`config.mk`:
```
export PLATFORM = sky130hd
export DESIGN_NAME = clap_detector_mean_abs_core
export DESIGN_NICKNAME = d
export VERILOG_FILES = /design/src/rtl/cdma_pkg.sv /design/src/rtl/cdma_accum.sv /design/src/rtl/cdma_div.sv /design/src/rtl/clap_detector_mean_abs_core.sv
export SDC_FILE = /design/constraint.sdc
export NUM_CORES = 1
export LEC_CHECK = 0
export ABC_CLOCK_PERIOD_IN_PS = 8050
export BUFFER_PORTS_ARGS = -buffer_cell sky130_fd_sc_hd__buf_4
export CAP_MARGIN = 20
export CORE_MARGIN = 1
export CORE_UTILIZATION = 60
export CTS_CLUSTER_SIZE = 24
export DETAILED_ROUTE_END_ITERATION = 8
export PLACE_DENSITY_LB_ADDON = 0.25
export SYNTH_ARGS = -nofsm -noshare
export SYNTH_HDL_FRONTEND = slang
export SYNTH_SLANG_ARGS = --single-unit
```
`constraint.sdc`:
```
create_clock -name clk -period 8.05 [get_ports clk]
set_clock_uncertainty 0.2 [all_clocks]
set_input_delay 0.805 -clock clk [delete_from_list [all_inputs] [get_ports clk]]
set_output_delay 0.805 -clock clk [all_outputs]
set_load 0.005 [all_outputs]
```
`src/rtl/cdma_pkg.sv`:
```
package cdma_pkg;

  localparam int SAMPLE_W  = 16;
  localparam int CFG_IDX_W = 2;
  localparam int CFG_W     = 16;

  localparam logic [CFG_W-1:0] THRESHOLD_RST = 16'd8000;
  localparam logic [CFG_W-1:0] COOLDOWN_RST  = 16'd500;

  typedef enum logic [CFG_IDX_W-1:0] {
    CFG_ENABLE    = 2'd0,
    CFG_THRESHOLD = 2'd1,
    CFG_COOLDOWN  = 2'd2
  } cfg_idx_t;

  typedef enum logic {
    OP_SAMPLE = 1'b0,
    OP_TICK   = 1'b1
  } opcode_t;

  typedef enum logic [2:0] {
    ST_IDLE,
    ST_ADD,
    ST_LOAD,
    ST_DIV,
    ST_DONE
  } state_t;

  // Control from the sequencer to the serial accumulator.
  typedef struct packed {
    logic start;
    logic clear;
  } acc_ctl_t;

endpackage

```
`src/rtl/cdma_accum.sv`:
```
module cdma_accum import cdma_pkg::*; #(
  parameter int SUM_W = 24
) (
  input  logic                clk,
  input  logic                rst_n,
  input  acc_ctl_t            ctl,
  input  logic [SAMPLE_W-1:0] mag,
  output logic                done,
  output logic [SUM_W-1:0]    sum
);

  localparam int BC_W = $clog2(SUM_W);

  logic [SUM_W-1:0]    sum_r, sum_nxt;
  logic [SAMPLE_W-1:0] mag_r, mag_nxt;
  logic                carry_r, carry_nxt;
  logic                busy_r, busy_nxt;
  logic [BC_W-1:0]     bit_r, bit_nxt;
  logic                sbit;
  logic                cout;

  // One bit of the sum per cycle; once all SUM_W bits are done the sum
  // register has rotated back into place with the magnitude added.
  assign sbit = sum_r[0] ^ mag_r[0] ^ carry_r;
  assign cout = (sum_r[0] & mag_r[0]) | (carry_r & (sum_r[0] ^ mag_r[0]));
  assign done = busy_r && (bit_r == BC_W'(SUM_W - 1));
  assign sum  = sum_r;

  always_comb begin
    sum_nxt   = sum_r;
    mag_nxt   = mag_r;
    carry_nxt = carry_r;
    busy_nxt  = busy_r;
    bit_nxt   = bit_r;
    if (ctl.clear) begin
      sum_nxt = '0;
    end else if (busy_r) begin
      sum_nxt   = {sbit, sum_r[SUM_W-1:1]};
      mag_nxt   = {1'b0, mag_r[SAMPLE_W-1:1]};
      carry_nxt = cout;
      bit_nxt   = bit_r + 1'b1;
      if (done) begin
        busy_nxt = 1'b0;
      end
    end
    if (ctl.start) begin
      mag_nxt   = mag;
      carry_nxt = 1'b0;
      bit_nxt   = '0;
      busy_nxt  = 1'b1;
    end
  end

  always_ff @(posedge clk) begin
    if (!rst_n) begin
      sum_r  <= '0;
      busy_r <= 1'b0;
      bit_r  <= '0;
    end else begin
      sum_r  <= sum_nxt;
      busy_r <= busy_nxt;
      bit_r  <= bit_nxt;
    end
    mag_r   <= mag_nxt;
    carry_r <= carry_nxt;
  end

endmodule

```
`src/rtl/cdma_div.sv`:
```
module cdma_div #(
  parameter int SUM_W = 24,
  parameter int CNT_W = 9
) (
  input  logic             clk,
  input  logic             rst_n,
  input  logic             start,
  input  logic [SUM_W-1:0] dividend,
  input  logic [CNT_W-1:0] divisor,
  output logic             done,
  output logic [SUM_W-1:0] quotient
);

  localparam int BC_W = $clog2(SUM_W);

  logic [SUM_W-1:0] dq_r, dq_nxt;
  logic [CNT_W-1:0] rem_r, rem_nxt;
  logic             busy_r, busy_nxt;
  logic [BC_W-1:0]  bit_r, bit_nxt;
  logic [CNT_W:0]   trial;
  logic [CNT_W:0]   diff;
  logic             ge;

  // Restoring division, one quotient bit per cycle. The dividend shifts out
  // at the top while quotient bits shift in at the bottom.
  assign trial    = {rem_r, dq_r[SUM_W-1]};
  assign diff     = trial - {1'b0, divisor};
  assign ge       = trial >= {1'b0, divisor};
  assign done     = busy_r && (bit_r == BC_W'(SUM_W - 1));
  assign quotient = dq_r;

  always_comb begin
    dq_nxt   = dq_r;
    rem_nxt  = rem_r;
    busy_nxt = busy_r;
    bit_nxt  = bit_r;
    if (start) begin
      dq_nxt   = dividend;
      rem_nxt  = '0;
      bit_nxt  = '0;
      busy_nxt = 1'b1;
    end else if (busy_r) begin
      dq_nxt  = {dq_r[SUM_W-2:0], ge};
      rem_nxt = ge ? diff[CNT_W-1:0] : trial[CNT_W-1:0];
      bit_nxt = bit_r + 1'b1;
      if (done) begin
        busy_nxt = 1'b0;
      end
    end
  end

  always_ff @(posedge clk) begin
    if (!rst_n) begin
      busy_r <= 1'b0;
      bit_r  <= '0;
    end else begin
      busy_r <= busy_nxt;
      bit_r  <= bit_nxt;
    end
    dq_r  <= dq_nxt;
    rem_r <= rem_nxt;
  end

endmodule

```
`src/rtl/clap_detector_mean_abs_core.sv`:
```
// Clap detector by mean absolute amplitude.
// Input channel (in_valid/in_ready): an item is either a one-millisecond tick
// (in_opcode = 1) or an audio sample with a frame-end mark. A tick leaves
// in_ready high. A sample is added bit-serially into the frame sum, and
// in_ready stays low while it is added, so no new item is taken until the
// sum is done. The last sample of a frame then runs a one-bit-per-cycle
// restoring divider; its item passes through ST_LOAD, ST_DIV and ST_DONE
// into the output register.
// Output channel (out_valid/out_ready): mean amplitude and clap flag, one item
// per enabled frame, held in an output register. Input items keep flowing
// while a result waits; a finished frame stalls only if the previous result
// has not been taken yet.
// Configuration (cfg_valid/cfg_ready): always ready; index 0 enable,
// 1 threshold, 2 cooldown in ms. Write only while the block is idle.
// Reset (rst_n, synchronous): disabled, threshold 8000, cooldown 500 ms, frame
// sum, count and elapsed time cleared, output empty.
module clap_detector_mean_abs_core import cdma_pkg::*; #(
  parameter int FRAME_MAX = 256
) (
  input  logic                       clk,
  input  logic                       rst_n,
  input  logic                       in_valid,
  output logic                       in_ready,
  input  logic                       in_opcode,
  input  logic signed [SAMPLE_W-1:0] in_sample,
  input  logic                       in_frame_last,
  output logic                       out_valid,
  input  logic                       out_ready,
  output logic [SAMPLE_W-1:0]        out_amplitude,
  output logic                       out_clap,
  input  logic                       cfg_valid,
  output logic                       cfg_ready,
  input  logic [CFG_IDX_W-1:0]       cfg_index,
  input  logic [CFG_W-1:0]           cfg_data
);

  localparam int CNT_W = $clog2(FRAME_MAX + 1);
  localparam int SUM_W = $clog2(FRAME_MAX * 32768 + 1);

  state_t              state_r, state_nxt;
  logic                enable_r, enable_nxt;
  logic [CFG_W-1:0]    thr_r, thr_nxt;
  logic [CFG_W-1:0]    cool_r, cool_nxt;
  logic [CNT_W-1:0]    count_r, count_nxt;
  logic [CFG_W-1:0]    elapsed_r, elapsed_nxt;
  logic                pend_last_r, pend_last_nxt;
  logic                out_valid_r, out_valid_nxt;
  logic [SAMPLE_W-1:0] out_amp_r, out_amp_nxt;
  logic                out_clap_r, out_clap_nxt;

  logic                accept;
  logic [SAMPLE_W-1:0] mag;
  acc_ctl_t            acc_ctl;
  logic                acc_done;
  logic [SUM_W-1:0]    acc_sum;
  logic                div_start;
  logic                div_done;
  logic [SUM_W-1:0]    quotient;
  logic [SAMPLE_W-1:0] amp;
  logic                clap;

  assign in_ready      = (state_r == ST_IDLE);
  assign accept        = in_valid && in_ready;
  assign cfg_ready     = 1'b1;
  assign out_valid     = out_valid_r;
  assign out_amplitude = out_amp_r;
  assign out_clap      = out_clap_r;

  // Full-scale negative maps to 0x8000, which still fits unsigned.
  assign mag  = in_sample[SAMPLE_W-1] ? (~in_sample + 1'b1) : in_sample;
  assign amp  = quotient[SAMPLE_W-1:0];
  assign clap = (amp > thr_r) && (elapsed_r > cool_r);

  cdma_accum #(.SUM_W(SUM_W)) u_accum (
    .clk   (clk),
    .rst_n (rst_n),
    .ctl   (acc_ctl),
    .mag   (mag),
    .done  (acc_done),
    .sum   (acc_sum)
  );

  cdma_div #(.SUM_W(SUM_W), .CNT_W(CNT_W)) u_div (
    .clk      (clk),
    .rst_n    (rst_n),
    .start    (div_start),
    .dividend (acc_sum),
    .divisor  (count_r),
    .done     (div_done),
    .quotient (quotient)
  );

  always_comb begin
    state_nxt     = state_r;
    enable_nxt    = enable_r;
    thr_nxt       = thr_r;
    cool_nxt      = cool_r;
    count_nxt     = count_r;
    elapsed_nxt   = elapsed_r;
    pend_last_nxt = pend_last_r;
    out_valid_nxt = out_valid_r && !out_ready;
    out_amp_nxt   = out_amp_r;
    out_clap_nxt  = out_clap_r;
    acc_ctl       = '0;
    div_start     = 1'b0;

    if (cfg_valid) begin
      unique case (cfg_idx_t'(cfg_index))
        CFG_ENABLE:    enable_nxt = cfg_data[0];
        CFG_THRESHOLD: thr_nxt    = cfg_data;
        CFG_COOLDOWN:  cool_nxt   = cfg_data;
        default: ;
      endcase
    end

    unique case (state_r)
      ST_IDLE: begin
        if (accept) begin
          if (opcode_t'(in_opcode) == OP_TICK) begin
            if (elapsed_r != '1) begin
              elapsed_nxt = elapsed_r + 1'b1;
            end
          end else if (!enable_r) begin
            acc_ctl.clear = 1'b1;
            count_nxt     = '0;
          end else begin
            pend_last_nxt = in_frame_last;
            if (count_r < CNT_W'(FRAME_MAX)) begin
              acc_ctl.start = 1'b1;
              count_nxt     = count_r + 1'b1;
              state_nxt     = ST_ADD;
            end else if (in_frame_last) begin
              // A full frame ignores the sample but still closes on the mark.
              state_nxt = ST_LOAD;
            end
          end
        end
      end
      ST_ADD: begin
        if (acc_done) begin
          state_nxt = pend_last_r ? ST_LOAD : ST_IDLE;
        end
      end
      ST_LOAD: begin
        div_start = 1'b1;
        state_nxt = ST_DIV;
      end
      ST_DIV: begin
        if (div_done) begin
          state_nxt = ST_DONE;
        end
      end
      ST_DONE: begin
        if (!out_valid_r || out_ready) begin
          out_valid_nxt = 1'b1;
          out_amp_nxt   = amp;
          out_clap_nxt  = clap;
          if (clap) begin
            elapsed_nxt = '0;
          end
          acc_ctl.clear = 1'b1;
          count_nxt     = '0;
          state_nxt     = ST_IDLE;
        end
      end
      default: state_nxt = ST_IDLE;
    endcase
  end

  always_ff @(posedge clk) begin
    if (!rst_n) begin
      state_r     <= ST_IDLE;
      enable_r    <= 1'b0;
      thr_r       <= THRESHOLD_RST;
      cool_r      <= COOLDOWN_RST;
      count_r     <= '0;
      elapsed_r   <= '0;
      pend_last_r <= 1'b0;
      out_valid_r <= 1'b0;
    end else begin
      state_r     <= state_nxt;
      enable_r    <= enable_nxt;
      thr_r       <= thr_nxt;
      cool_r      <= cool_nxt;
      count_r     <= count_nxt;
      elapsed_r   <= elapsed_nxt;
      pend_last_r <= pend_last_nxt;
      out_valid_r <= out_valid_nxt;
    end
    out_amp_r  <= out_amp_nxt;
    out_clap_r <= out_clap_nxt;
  end

endmodule

```
== Word level (Yosys, flattened, before mapping) ==
Index checks and enable logic that the tools add are counted.

* Output and inout port bits: 20
* Word-level logic and storage cells: 132
* Bits of input ports: 41
* Register bits after elaboration: 166

* Magnitude comparators: 4
* $add $sub $neg: 6
* Reduce and logical (&&, ||, !) cells: 26
* Bitwise logic cells: 9
* Multiplexer cells: 47
* Equality and inequality tests: 21

{| class="wikitable"
|+ Operators with widths
! cell !! number
|-
| 16-bit two-way mux || 9
|-
| 9-bit two-way mux || 6
|-
| 24-bit two-way mux || 2
|-
| 16-bit by 1-bit adder with 16-bit output (second input constant) || 2
|-
| 16-bit > comparator || 2
|-
| 16-bit one-hot mux with 2 select lines || 1
|-
| 3-bit two-way mux || 8
|-
| 9-bit one-hot mux with 2 select lines || 1
|-
| 16-bit != test (second input constant) || 1
|-
| 16-bit inverter || 1
|-
| 1-bit two-way mux || 15
|-
| 3-bit one-hot mux with 5 select lines || 1
|-
| 2-bit AND reduction || 6
|-
| 5-bit by 1-bit adder with 5-bit output (second input constant) || 2
|-
| 5-bit == test (second input constant) || 2
|-
| 10-bit by 9-bit greater-or-equal comparator with 1-bit output || 1
|-
| 2-bit by 1-bit != test with 1-bit output (second input constant) || 5
|-
| 2-bit != test (second input constant) || 5
|-
| 9-bit by 1-bit adder with 9-bit output (second input constant) || 1
|-
| 9-bit < comparator (second input constant) || 1
|-
| 9-bit subtractor || 1
|-
| 7-bit AND reduction || 1
|-
| 3-bit by 2-bit == test with 1-bit output (second input constant) || 2
|-
| 2-bit two-way mux || 3
|-
| other kinds (21) || 34
|}

== Logic depth before layout (Yosys ltp) ==
* Depth in word-level cells: 8
* Mapped depth: 11
* Mapped depth without buffers: 10

== Modules after synthesis ==
From an unflattened synthesis, not the netlist that was laid out.

* Cell total of the unflattened synthesis: 828
* Area, all modules: 8330.5 um2

{| class="wikitable"
|+ By module, submodules not included
! module !! times used !! sequential area each (um2) !! cells each !! area each (um2)
|-
| clap_detector_mean_abs_core || 1 || 1771.7 || 489 || 4314.1
|-
| cdma_div || 1 || 1021.0 || 191 || 2164.6
|-
| cdma_accum || 1 || 1101.1 || 148 || 1851.8
|}

== Least setup slack after synthesis ==
No wires, ideal clock.

* Path type: input-to-reg
* From: input port in_sample[1]
* To: register u_accum.mag_r[13] (data pin)
* Slack: 4.855 ns
* Stages on the path: 7
* Arrival: 2.739 ns
* Library setup time: 0.256 ns
* Path through: or3_1 > or3_1 > or3_4 > or4b_4 > o31ai_4 > xor2_1 > o21ai_1

* Cells in the longest elaborated chain, start to end: 4

{| class="wikitable"
|+ Ends and longest elaborated chain
! what !! line !! source
|-
| start, declared || clap_detector_mean_abs_core.sv:25 || <nowiki>input logic signed [SAMPLE_W-1:0] in_sample,</nowiki>
|-
| 16-bit inverter || clap_detector_mean_abs_core.sv:70 || <nowiki>assign mag = in_sample[SAMPLE_W-1] ? (~in_sample + 1'b1) : in_sample;</nowiki>
|-
| 16-bit by 1-bit adder with 16-bit output || clap_detector_mean_abs_core.sv:70 ||
|-
| 16-bit two-way mux || clap_detector_mean_abs_core.sv:70 ||
|-
| 16-bit two-way mux || cdma_accum.sv:46 || <nowiki>if (ctl.start) begin</nowiki>
|-
| via u_accum.mag_nxt[13] || cdma_accum.sv:15 || <nowiki>logic [SAMPLE_W-1:0] mag_r, mag_nxt;</nowiki>
|-
| end signal, assigned || cdma_accum.sv:64 || <nowiki>mag_r <= mag_nxt;</nowiki>
|-
| end, declared || cdma_accum.sv:15 ||
|}

The timed path passes the listed nets, and every way through them passes these cells.
A chain may end at the register's enable or synchronous reset.

== Worst setup path after layout ==
* From: register state_r[2]
* To: register u_accum.mag_r[3], enable pin

* Cells in the longest elaborated chain, start to end: 6
* Elaborated cells on any way between the ends: 9
* Classes of those cells: 2 x eq/ne; 3 x mux; 4 x reduce/logical

{| class="wikitable"
|+ Ends and longest elaborated chain
! what !! line !! source
|-
| start, declared || clap_detector_mean_abs_core.sv:40 || <nowiki>state_t state_r, state_nxt;</nowiki>
|-
| start signal, assigned || clap_detector_mean_abs_core.sv:181 || <nowiki>state_r <= state_nxt;</nowiki>
|-
| 3-bit logical NOT || clap_detector_mean_abs_core.sv:62, clap_detector_mean_abs_core.sv:116 ||
|-
| 1-bit logical AND || clap_detector_mean_abs_core.sv:63 || <nowiki>assign accept = in_valid && in_ready;</nowiki>
|-
| 2-bit two-way mux || clap_detector_mean_abs_core.sv:118 || <nowiki>if (accept) begin</nowiki>
|-
| 1-bit one-hot mux with 2 select lines / 1-bit two-way mux (equally long branches) || clap_detector_mean_abs_core.sv:116 || <nowiki>unique case (state_r)</nowiki>
|-
| 2-bit by 1-bit != test with 1-bit output (no source line) / 2-bit nonzero test (equally long branches) || -- ||
|-
| 2-bit AND reduction (no source line) * || -- ||
|}

Every way passes the cells marked *; elsewhere a longest branch is shown, timed or not.

==> flow_summary.yaml <==
yosys:
  synth_top_area_share: 0.269
  synthMuxAreaShare: 0.0406
  yosys-top-cells-area: "dfxtp_1 (27%), edfxtp_1 (21%), nand2_1 (8.2%)"
  ys_ff_latch: 166
  syn_nets: 976
  yosysWarnings: 0
  synth_simple_gate_area_share: 0.188
  synth_enable_flop_cells: 57
  synth_fa_ha_area_frac: 0.0758
  yosysUniqueCellTypes: 57
  syn_area_um2: 8130
  synth-seq-area-share: 0.479
  yosys.area.top_type: "dfxtp_1"
  synth_common_cells: "nand2_1 (178), dfxtp_1 (109), nor2_1 (79), edfxtp_1 (57), inv_1 (55)"
  synth-compound-area-share: 0.125
  avgSynthCellArea_um2: 9.16
  synthXorXnorAreaFrac: 0.0453
  async_flop_share: 0
  synth_top_family_by_area: "simple AND/OR/NAND/NOR gates"
  yosysMostFrequentCell: "nand2_1"
  synth_ff_type: "dfxtp_1"
  syn_inst: 887
clock_network:
  cts_buffers: 17
  clkLatencyLatePin_ns: 0.43
  cts_tree: "yes"
  path_clk_slew_ns: 0.06
  cts_sinks: 166
  cts_setup_buffers: 0
  ctsResizeCount: 0
  cts-hold-fix-buffers: 0
  clock_path_buffers: 2
  htreeDepth: 4
  cts-root-buf: "clkbuf_16"
detailed_routing:
  dr.pass1.iters: 5
  wl_per_cell_um: 14.5
  vias: 6153
  avgViaCountPerCell: 5.47
  drc_errors: 0
  ant_nets: 0
  drt_iter0_drc: 519
  routed_wl_um: 16300
placed_design:
  dp_slack_ns: 4.65
  hpwl_um: 11400
  gp_congestion: 0.831
  io_buffers: 59
sta:
  worst_slew_pin_slew_ns: 1.03
  setup_ws_ns: 5.01
  slew_headroom: 0.312
  tns_ns: 0
  max_freq_ghz: 0.328
  finalHoldViolCount: 0
  rsz0062_at_grt: "no"
  slew_violations: 0
  layout_min_cycle_time_ns: 3.04
  fin_crit_sh: 0.378
  setup_violations: 0
power:
  power_density_nw_per_um2: 186
  ir_drop_mv: 0.144
  power_uw: 1720
  p_leak_uw: 0.00364
global_route:
  track_usage: 0.241
  grt.overflow.total: 0
  grt_pass1_vias: 5688
  grt_max_degree: 49
  antenna_found_initial: 0
  grt_pass1_wl_um: 26800
  grt_util_met1: 0.307
  top_usage_layer: "met2"
  use_met3: 0.0545
  grt_use_met2: 0.404
hold_path:
  worstHoldPathType: "reg -> reg"
layout:
  drive_above_1_share: 0.103
  final_util: 0.699
  nets: 1024
  synthToLayoutAreaGrowth_pct: 13.9
  diodes: 0
floorplanning:
  start_util: 0.614
  die_h_um: 118
  die-width_um: 118
  core.rowCount: 42
  die_area_um2: 14000
  ios: 61
  fp.coreArea_um2: 13200
flow_run:
  drv_cap: 0
worst_setup_path:
  crit_arrival_ns: 2.98
  startpoint_type: "flop"
  path_cells: "nor3b_1, nand2_1, o21a_1, and2_1, or2_2"
  worstPathRequired_ns: 7.99
  cpMaxStageDelayCell: "nor3b_1"
  end_kind: "flop"
  crit_fanout: 16
  path_class: "reg -> reg"
  critPathMaxStageDelay_ns: 0.85
run_status:
  status: "finished clean"
[worst paths after layout]
| path | to | slack (ns) | startpoint | depth (start not counted) |
|---|---|---|---|---|
| worst min register to register | cool_r[3] | 0.26 | cool_r[3] | 2 |
| worst max-delay path | u_accum.mag_r[3] | 5.01 | state_r[2] | 5 |
| worst max register to register | u_accum.mag_r[3] | 5.01 | state_r[2] | 5 |
| worst min-delay path | cool_r[3] | 0.26 | cool_r[3] | 2 |
[flip-flops by register name, indices dropped and copies added (netlist names), 3 cells and up]
| signal | cells |
|---|---|
| out_amplitude | 16 |
| u_accum.sum | 24 |
| u_div.quotient | 24 |
| state_r | 3 |
| elapsed_r | 16 |
| thr_r | 16 |
| u_accum.bit_r | 5 |
| u_div.bit_r | 5 |
| count_r | 9 |
| cool_r | 16 |
| u_div.rem_r | 9 |
| u_accum.mag_r | 16 |
[metal layers]
| layer | routed length [um] | part of all wire | vias to the layer above |
|---|---|---|---|
| li1 | - | - | 3155 |
| met1 | 7350 | 0.45 | 2850 |
| met2 | 8000 | 0.49 | 120 |
| met3 | 634 | 0.039 | 28 |
| met4 | 276 | 0.017 | 0 |
| met5 | 0 | 0 | - |
[kinds of logic (layout without fill, tap and decap cells)]
group,after synthesis,after routing
simple gates,345,345
flops,166,166
compound gates,160,160
buf+inv,92,153
fa+ha+maj,48,48
xor+xnor,42,42
mux,33,33
other cells,1,1
[placed cells by master (no fill, tap or decap), types with 6 or more instances in the layout]
| cell type | n |
|---|---|
| o211ai_1 | 16 |
| a21oi_1 | 42 |
| nand3_1 | 9 |
| dfxtp_1 | 109 |
| clkbuf_16 | 17 |
| nor3_1 | 7 |
| a21boi_0 | 26 |
| buf_4 | 63 |
| edfxtp_1 | 57 |
| nand2_1 | 178 |
| mux2i_1 | 33 |
| xor2_1 | 27 |
| o21a_1 | 7 |
| o21ai_0 | 40 |
| o31ai_1 | 6 |
| nor4_1 | 6 |
| nor2b_1 | 10 |
| xnor2_1 | 15 |
| ha_1 | 46 |
| nand2b_1 | 7 |
| nor2_1 | 79 |
| inv_1 | 55 |
| nand4_1 | 22 |
[stage by stage]
| step | area (um2) | cells | hold WS, ns |
|---|---|---|---|
| global placement | 8660 | 1090 | 0.251 |
| global route | 9260 | 1124 | 0.287 |
| floorplan | 8130 | 887 | 0.226 |
| CTS | 9210 | 1122 | 0.265 |
| detailed placement | 8660 | 1090 | 0.257 |
| finish | 9260 | 1124 | 0.261 |
[where the power goes]
part | internal (uW) | switching (uW) | total, uW
registers | 871 | 4.94 | 876
clock network | 424 | 328 | 752
logic | 40.1 | 51.8 | 91.9
[worst max-delay path: cells and delay by family (launching register included)]
| family | cells | cell delay [ns] |
|---|---|---|
| and+or+nand+nor | 4 | 1.82 |
| DFF | 1 | 0.52 |
| AOI/OAI and AO/OA | 1 | 0.21 |
[area by class of cell]
class | count | area (um2)
multi-input cells | 629 | 3860
inverters | 56 | 210
flip-flops and latches | 166 | 3890
clock inverters | 12 | 106
fillers | 1033 | 3980
well taps | 176 | 220
repair buffers | 65 | 528
clock buffers | 20 | 437
No activity file was read; power rests on OpenSTA's default activity.
